File: src/rtl/rgd_pkg.sv
// shared constants, widths and helpers for the random gate distributor
`default_nettype none
package rgd_pkg;

  localparam int NUM_GATES  = 8;
  localparam int PULSE_BITS = 16;

  localparam int GATE_BITS = $clog2(NUM_GATES);
  localparam int SPAN_W    = GATE_BITS + 1;
  localparam int REQ_W     = 6;
  localparam int RND_W     = 32;
  localparam int CNT_W     = $clog2(RND_W);
  localparam int MODE_W    = 2;

  localparam int IN_W       = 2 + 2 * REQ_W + RND_W;
  localparam int IN_DATA_W  = ((IN_W + 7) / 8) * 8;
  localparam int OUT_W      = NUM_GATES + MODE_W;
  localparam int OUT_DATA_W = ((OUT_W + 7) / 8) * 8;

  localparam logic [PULSE_BITS-1:0] PULSE_RESET = PULSE_BITS'(48);

  localparam logic [MODE_W-1:0] MODE_TRIGGER = 2'd0;
  localparam logic [MODE_W-1:0] MODE_HOLD    = 2'd1;
  localparam logic [MODE_W-1:0] MODE_GATE    = 2'd2;

  // clamp a signed request to 0..NUM_GATES-1
  function automatic logic [GATE_BITS-1:0] clamp_gate(input logic [REQ_W-1:0] v);
    if (v[REQ_W-1]) begin
      return '0;
    end else if (v > REQ_W'(NUM_GATES - 1)) begin
      return GATE_BITS'(NUM_GATES - 1);
    end else begin
      return v[GATE_BITS-1:0];
    end
  endfunction

endpackage
`default_nettype wire

File: src/rtl/rgd_mod.sv
// bit-serial remainder unit: one dividend bit per cycle against a small divisor
`default_nettype none
module rgd_mod (
  input  wire logic                      clk,
  input  wire logic                      rst,
  input  wire logic                      start,
  input  wire logic [rgd_pkg::RND_W-1:0]  dividend,
  input  wire logic [rgd_pkg::SPAN_W-1:0] divisor,
  output logic                            done,
  output logic [rgd_pkg::SPAN_W-1:0]      remainder
);
  import rgd_pkg::*;

  logic              busy;
  logic [CNT_W-1:0]  cnt;
  logic [RND_W-1:0]  shreg;
  logic [SPAN_W-1:0] dvs;
  logic [SPAN_W:0]   trial;
  logic [SPAN_W-1:0] remainder_next;

  always_comb begin
    trial = {remainder, shreg[RND_W-1]};
    if (trial >= {1'b0, dvs}) begin
      remainder_next = SPAN_W'(trial - {1'b0, dvs});
    end else begin
      remainder_next = SPAN_W'(trial);
    end
  end

  always_ff @(posedge clk) begin
    if (rst) begin
      busy <= 1'b0;
      done <= 1'b0;
      cnt  <= '0;
    end else begin
      done <= 1'b0;
      if (start) begin
        busy <= 1'b1;
        cnt  <= '0;
      end else if (busy) begin
        cnt <= cnt + 1'b1;
        if (cnt == CNT_W'(RND_W - 1)) begin
          busy <= 1'b0;
          done <= 1'b1;
        end
      end
    end
  end

  always_ff @(posedge clk) begin
    if (start) begin
      shreg     <= dividend;
      dvs       <= divisor;
      remainder <= '0;
    end else if (busy) begin
      shreg     <= {shreg[RND_W-2:0], 1'b0};
      remainder <= remainder_next;
    end
  end

endmodule
`default_nettype wire

File: src/rtl/random_gate_distributor_top.sv
// random gate distributor: picks one of the gate outputs on clock edges
//
//  channel  | direction | content
//  s_*      | in        | [0] clock_high [1] mode_button [7:2] min [13:8] max [45:14] random
//  m_*      | out       | [7:0] gates [9:8] current_mode
//  cfg_*    | in        | pulse_ticks
//
// each item passes through accept, the bit-serial remainder unit, handoff
// and update. s_tready is high only while idle.
// the result waits in an output register; a stalled m_tready holds the
// update step. rst is synchronous and needs no clearing pass.
`default_nettype none
module random_gate_distributor_top (
  input  wire logic                          clk,
  input  wire logic                          rst,
  input  wire logic                          s_tvalid,
  output logic                               s_tready,
  // clock_high, mode_button, min_request, max_request, random_word, zero pad
  input  wire logic [rgd_pkg::IN_DATA_W-1:0]  s_tdata,
  output logic                               m_tvalid,
  input  wire logic                          m_tready,
  // gates, current_mode, zero pad
  output logic [rgd_pkg::OUT_DATA_W-1:0]      m_tdata,
  input  wire logic                          cfg_valid,
  output logic                               cfg_ready,
  input  wire logic [rgd_pkg::PULSE_BITS-1:0] cfg_data
);
  import rgd_pkg::*;

  localparam logic [1:0] ST_IDLE   = 2'd0;
  localparam logic [1:0] ST_MOD    = 2'd1;
  localparam logic [1:0] ST_UPDATE = 2'd2;

  logic [1:0]            state;
  logic [PULSE_BITS-1:0] pulse_ticks;
  logic                  clock_seen_high;
  logic                  button_seen_high;
  logic [MODE_W-1:0]     output_mode;
  logic [NUM_GATES-1:0]  active_marks;
  logic [NUM_GATES-1:0]  pulse_edge_seen;
  logic [PULSE_BITS-1:0] pulse_left [NUM_GATES];

  logic                  clk_in;
  logic                  btn_in;
  logic [GATE_BITS-1:0]  lo;

  logic                  accept;
  logic [GATE_BITS-1:0]  lo_req;
  logic [GATE_BITS-1:0]  hi_req;
  logic [GATE_BITS-1:0]  lo_fix;
  logic [SPAN_W-1:0]     span;
  logic                  mod_done;
  logic [SPAN_W-1:0]     rem;

  logic [MODE_W-1:0]     mode_next;
  logic [SPAN_W-1:0]     pick;
  logic                  clk_rise;
  logic [NUM_GATES-1:0]  active_marks_next;
  logic [NUM_GATES-1:0]  pulse_edge_seen_next;
  logic [PULSE_BITS-1:0] pulse_left_next [NUM_GATES];
  logic [NUM_GATES-1:0]  gates_next;
  logic                  out_free;

  assign cfg_ready = 1'b1;
  assign s_tready  = (state == ST_IDLE);
  assign accept    = s_tvalid && s_tready;
  assign out_free  = !m_tvalid || m_tready;

  assign lo_req = clamp_gate(s_tdata[2 +: REQ_W]);
  assign hi_req = clamp_gate(s_tdata[2 + REQ_W +: REQ_W]);
  assign lo_fix = (lo_req > hi_req) ? hi_req : lo_req;
  assign span   = SPAN_W'(hi_req) - SPAN_W'(lo_fix) + 1'b1;

  rgd_mod u_mod (
    .clk       (clk),
    .rst       (rst),
    .start     (accept),
    .dividend  (s_tdata[2 + 2 * REQ_W +: RND_W]),
    .divisor   (span),
    .done      (mod_done),
    .remainder (rem)
  );

  always_comb begin
    logic              was;
    logic [PULSE_BITS-1:0] left;
    logic              mark;

    if (btn_in && !button_seen_high) begin
      mode_next = (output_mode == MODE_GATE) ? MODE_TRIGGER : output_mode + 1'b1;
    end else begin
      mode_next = output_mode;
    end
    clk_rise = clk_in && !clock_seen_high;
    pick     = rem + SPAN_W'(lo);

    for (int i = 0; i < NUM_GATES; i++) begin
      mark = clk_rise ? (pick == SPAN_W'(i)) : active_marks[i];
      active_marks_next[i]    = mark;
      pulse_edge_seen_next[i] = pulse_edge_seen[i];
      pulse_left_next[i]      = pulse_left[i];
      gates_next[i]           = 1'b0;
      was  = pulse_edge_seen[i];
      left = pulse_left[i];
      unique case (mode_next)
        MODE_TRIGGER: begin
          pulse_edge_seen_next[i] = mark;
          if (mark && !was) begin
            left                 = pulse_ticks;
            active_marks_next[i] = 1'b0;
          end
          if (left != '0) begin
            gates_next[i] = 1'b1;
            left          = left - 1'b1;
          end
          pulse_left_next[i] = left;
        end
        MODE_HOLD: gates_next[i] = mark;
        MODE_GATE: gates_next[i] = mark && clk_in;
        default:   gates_next[i] = 1'b0;
      endcase
    end
  end

  always_ff @(posedge clk) begin
    if (rst) begin
      state            <= ST_IDLE;
      pulse_ticks      <= PULSE_RESET;
      clock_seen_high  <= 1'b0;
      button_seen_high <= 1'b0;
      output_mode      <= MODE_TRIGGER;
      active_marks     <= '0;
      pulse_edge_seen  <= '0;
      m_tvalid         <= 1'b0;
      for (int i = 0; i < NUM_GATES; i++) begin
        pulse_left[i] <= '0;
      end
    end else begin
      if (cfg_valid && cfg_ready) begin
        pulse_ticks <= cfg_data;
      end
      if (m_tvalid && m_tready) begin
        m_tvalid <= 1'b0;
      end
      unique case (state)
        ST_IDLE: begin
          if (accept) begin
            state <= ST_MOD;
          end
        end
        ST_MOD: begin
          if (mod_done) begin
            state <= ST_UPDATE;
          end
        end
        ST_UPDATE: begin
          if (out_free) begin
            state            <= ST_IDLE;
            m_tvalid         <= 1'b1;
            button_seen_high <= btn_in;
            clock_seen_high  <= clk_in;
            output_mode      <= mode_next;
            active_marks     <= active_marks_next;
            pulse_edge_seen  <= pulse_edge_seen_next;
            for (int i = 0; i < NUM_GATES; i++) begin
              pulse_left[i] <= pulse_left_next[i];
            end
          end
        end
        default: state <= ST_IDLE;
      endcase
    end
  end

  always_ff @(posedge clk) begin
    if (accept) begin
      clk_in <= s_tdata[0];
      btn_in <= s_tdata[1];
      lo     <= lo_fix;
    end
    if (state == ST_UPDATE && out_free) begin
      m_tdata <= OUT_DATA_W'({mode_next, gates_next});
    end
  end

endmodule
`default_nettype wire
File: config.mk
export PLATFORM = sky130hd
export DESIGN_NAME = random_gate_distributor_top
export DESIGN_NICKNAME = d
export VERILOG_FILES = /design/src/rtl/rgd_pkg.sv /design/src/rtl/rgd_mod.sv /design/src/rtl/random_gate_distributor_top.sv
export SDC_FILE = /design/constraint.sdc
export NUM_CORES = 1
export LEC_CHECK = 0
export ABC_AREA = 0
export ABC_CLOCK_PERIOD_IN_PS = 4000
export BUFFER_PORTS_ARGS = -buffer_cell sky130_fd_sc_hd__buf_2
export CAP_MARGIN = 20
export CORE_AREA = 2 2 211 255
export DETAILED_ROUTE_END_ITERATION = 8
export DIE_AREA = 0 0 213 257
export GPL_ROUTABILITY_DRIVEN = 0
export PLACE_DENSITY = 0.5
export SYNTH_ARGS = -nofsm -noshare
export SYNTH_HDL_FRONTEND = slang
export SYNTH_HIERARCHICAL = 1
export SYNTH_SLANG_ARGS = --single-unit
File: constraint.sdc
create_clock -name clk -period 4 [get_ports clk]
set_input_delay 1.2 -clock clk [delete_from_list [all_inputs] [get_ports clk]]
set_output_delay 1.2 -clock clk [all_outputs]
set_load 0.1 [all_outputs]
==> run summary <==
Seq/Total Area, Yosys - 40.9%
GR Overflow Total - 0
Pre-Repair DR Iteration Count - 5
crit-path max cell delay - 0.54 ns
via count - 13,300
Ant. Diodes - 0
CP Max Fanout - 4
Peak supply drop - 321 µV
H-tree depth - 1
synth unique cells - 94
post-synthesis average cell area - 9.74 µm²
CORE AREA - 0.0521 mm²
TritonCTS clock tree - yes
Register Area - 0.00638 mm²
antenna-violating nets left - 0
vias per inst - 5.27
Total Negative Setup Slacks - -0.347 ns
fin worst setup slack - -0.110 ns
Die Y - 257 µm
Final Max Tran Viols - 0
max cap viols - 0
most used flip-flop cell after synthesis - edfxtp_1
Leak - 7.28 nW
#FFs+latches synth - 229
CP Data Arrival Time - 4.41 ns
CP Capture Type - flop
fmax - 243 MHz
Routed wire per std cell - 20.4 µm
Final min period - 4.11 ns
Clock Latency Late Sink - 0.58 ns
initial antenna violation count - 0
pin count of the biggest net entering global routing - 97
area of the multi-input gates - 0.00944 mm²
# rows - 92
outcome - finished, violations left
filler cell count - 5,242
final wirelength - 51.7 mm
initial drt markers - 813
buffers and inverters on the worst path - 2
Worst Path Class, Setup - reg2reg
Final setup viols - 9
fin crit share - 103%
number of global-route vias before repair - 13,100
HPWL Detailed - 36.0 mm
Power Density - 375 mW/mm²
mapped cell area - 0.0156 mm²
IO Port Bufs - 78
first-pass GRT wire length - 78.6 mm
GR Util All Layers - 18.5%
RSZ-0062 raised after global routing - yes
worst min path class - reg2reg
Syn Inst Count - 1,599
total die area - 0.0547 mm²
slew of the pin with the lowest slew margin - 1.32 ns
clock buffer depth - 3
TritonCTS buffer count - 29
Final Power - 7.40 mW
Final nets - 1,906
Warnings, synthesis - 6
post-synthesis async set-or-reset flop share - 0%
cell family with most CP delay - simple AND/OR/NAND/NOR gates
Ports - 88
Area growth, synth to finish - 26.5%
R2R Setup Slk - -0.11 ns
Worst EP required - 4.30 ns
Slew headroom - 11.9%
Clock Sinks - 229
Hold Vio Cnt, Final - 0
startpoint type of the worst setup path - flop
worst clock skew - 0.0166 ns
number of synthesized flops with an enable pin - 179
hold_buf cts - 0
# DRC - 0
failing checks - negative setup slack
DIE WIDTH - 213 µm
Initial Util - 29.9%
Clock Root Buffer - clkbuf_16
Critical-path top delay cell - fa_2
CTS clk-pin slew, worst paths - 0.06 ns
cells along the critical path - ha_2, fa_2, or4bb_4, nor2_4, o21ai_4, nand2_4, mux2i_4, ha_2, or4b_4, nand3b_4, or3_4, nand2_4, buf_4, buf_4, o22ai_1
share of layout cells above drive strength 1 - 29.5%
## cell type report
| cell class | count | share of cell area [%] |
|---|---|---|
| clock buffers | 45 | 4.67 |
| clock inverters | 9 | 0.260 |
| inverters | 36 | 0.698 |
| multi-input cells | 1236 | 47.9 |
| flip-flops and latches | 229 | 32.4 |
| well taps | 705 | 4.48 |
| repair buffers | 270 | 9.61 |
## timing repair
action | in CTS | in global routing
cloned | 0 | 0
buffers inserted | 9 | 12
resized for setup | 28 | 135
endpoints found under the setup margin | 47 | 115
pin swaps | 10 | 53
## flip-flops by register name, summed over array words and instances (netlist names)
name and flops:
u_mod/dvs 4, output_mode 2, u_mod/done 1, pulse_left 128, btn_in 1, state 2
clk_in 1, m_tvalid 1, button_seen_high 1, m_tdata 10, u_mod/cnt 5, pulse_edge_seen 8
pulse_ticks 16, active_marks 8, clock_seen_high 1, u_mod/remainder 4, lo 3, u_mod/busy 1
u_mod/shreg 32
## synthesized netlist by cell type (6+ instances only)
cell type	count	share of area (%)
nor2_1	203	4.9
edfxtp_1	179	35
mux2i_1	121	7.8
nand2_1	101	2.4
xnor2_1	74	4.2
nor3_1	68	2.2
clkbuf_1	62	1.5
xor2_1	57	3.2
dfxtp_1	50	6.4
a21oi_1	49	1.6
mux2_2	45	3.3
a211oi_1	40	1.9
nand3_1	39	1.3
nor4_1	38	1.5
inv_1	36	0.87
ha_1	32	2.6
o21ai_0	30	0.96
o211ai_1	25	1.2
nand4_1	22	0.88
or3_1	22	0.88
or4_1	21	1.0
buf_2	19	0.61
nand2b_1	19	0.76
o22ai_1	14	0.56
a21o_1	12	0.58
buf_4	12	0.58
nor3b_1	11	0.53
a22o_1	10	0.56
and2_1	10	0.40
nor2b_1	10	0.40
a31oi_1	9	0.36
and3_1	8	0.32
o31ai_1	8	0.39
or2_2	8	0.32
nand4b_1	7	0.39
a311oi_1	6	0.34
nand3b_1	6	0.29
nor4b_1	6	0.34
## power by group
| part | leakage, nW | internal, mW | switching, mW |
|---|---|---|---|
| Clock | 0.484 | 1.57 | 1.09 |
| Sequential | 2.22 | 2.73 | 0.128 |
| Combinational | 4.58 | 0.812 | 1.06 |
| Total | 7.28 | 5.12 | 2.28 |
## cells in the final DEF (no fill, tap or decap), types with 12 or more instances in the layout
master and instances:
mux2i_2 12, buf_4 180, nand2_1 98, o21ai_0 25
xnor2_1 72, a211oi_1 32, nand3_1 32, nor4_1 32
o22ai_1 13, nor3_1 64, o211ai_1 25, buf_2 78
clkbuf_16 32, dfxtp_1 50, xor2_1 55, mux2_2 41
mux2i_1 102, nand4_1 22, or4_1 18, inv_1 35
edfxtp_1 179, nor2_1 193, a21oi_1 44, nand2b_1 19
or3_1 17, ha_1 22
## stage by stage
stage	setup WS, ns	hold slack (ns)	instance area [µm²]	cells	utilization [%]
detailed placement	-0.243	0.444	17800	2455	34.1
CTS	-0.0789	0.452	19000	2518	36.4
finish	-0.110	0.453	19700	2530	37.8
global placement	-0.160	0.438	17800	2455	34.1
global route	-0.180	0.464	19700	2530	37.8
floorplan	-0.143	0.430	15700	1604	-
## cell families (layout without fill, tap and decap cells)
group	count (synthesis)	in the layout	synth area share [%]
flip-flops	229	229	40.9
AND/OR/NAND/NOR	629	629	21.0
multiplexers	173	173	11.7
AO/OA/AOI/OAI	261	261	12.0
other	2	7	0.0482
buffers and inverters	139	360	4.03
XOR/XNOR	131	131	7.37
adder cells (fa/ha/maj)	35	35	2.96
## worst register-to-register path, stage by stage, from the launching register on
cell      delay (ns)
edfxtp_1        0.37
ha_2            0.20
fa_2            0.54
or4bb_4         0.49
nor2_4          0.15
o21ai_4         0.08
nand2_4         0.11
mux2i_4         0.25
ha_2            0.22
or4b_4          0.51
nand3b_4        0.19
or3_4           0.36
nand2_4         0.11
buf_4           0.11
buf_4           0.09
o22ai_1         0.07
## layer usage
layer,wire length (µm),up-vias,GRT usage (%)
met5,0,-,0
met4,1920,0,6.16
met3,2740,101,2.78
met2,24900,384,31.4
met1,22100,6520,23.9
li1,-,6331,-
## path summary, 6_finish.rpt
path                                    endpoint  depth (start not counted)        startpoint
worst max-delay path                  m_tdata[6]                         15             lo[0]
worst min-delay path            button_seen_high                          2  button_seen_high
worst min register to register  button_seen_high                          2  button_seen_high
worst max register to register        m_tdata[6]                         15             lo[0]
(Power assumes the default switching activity.)
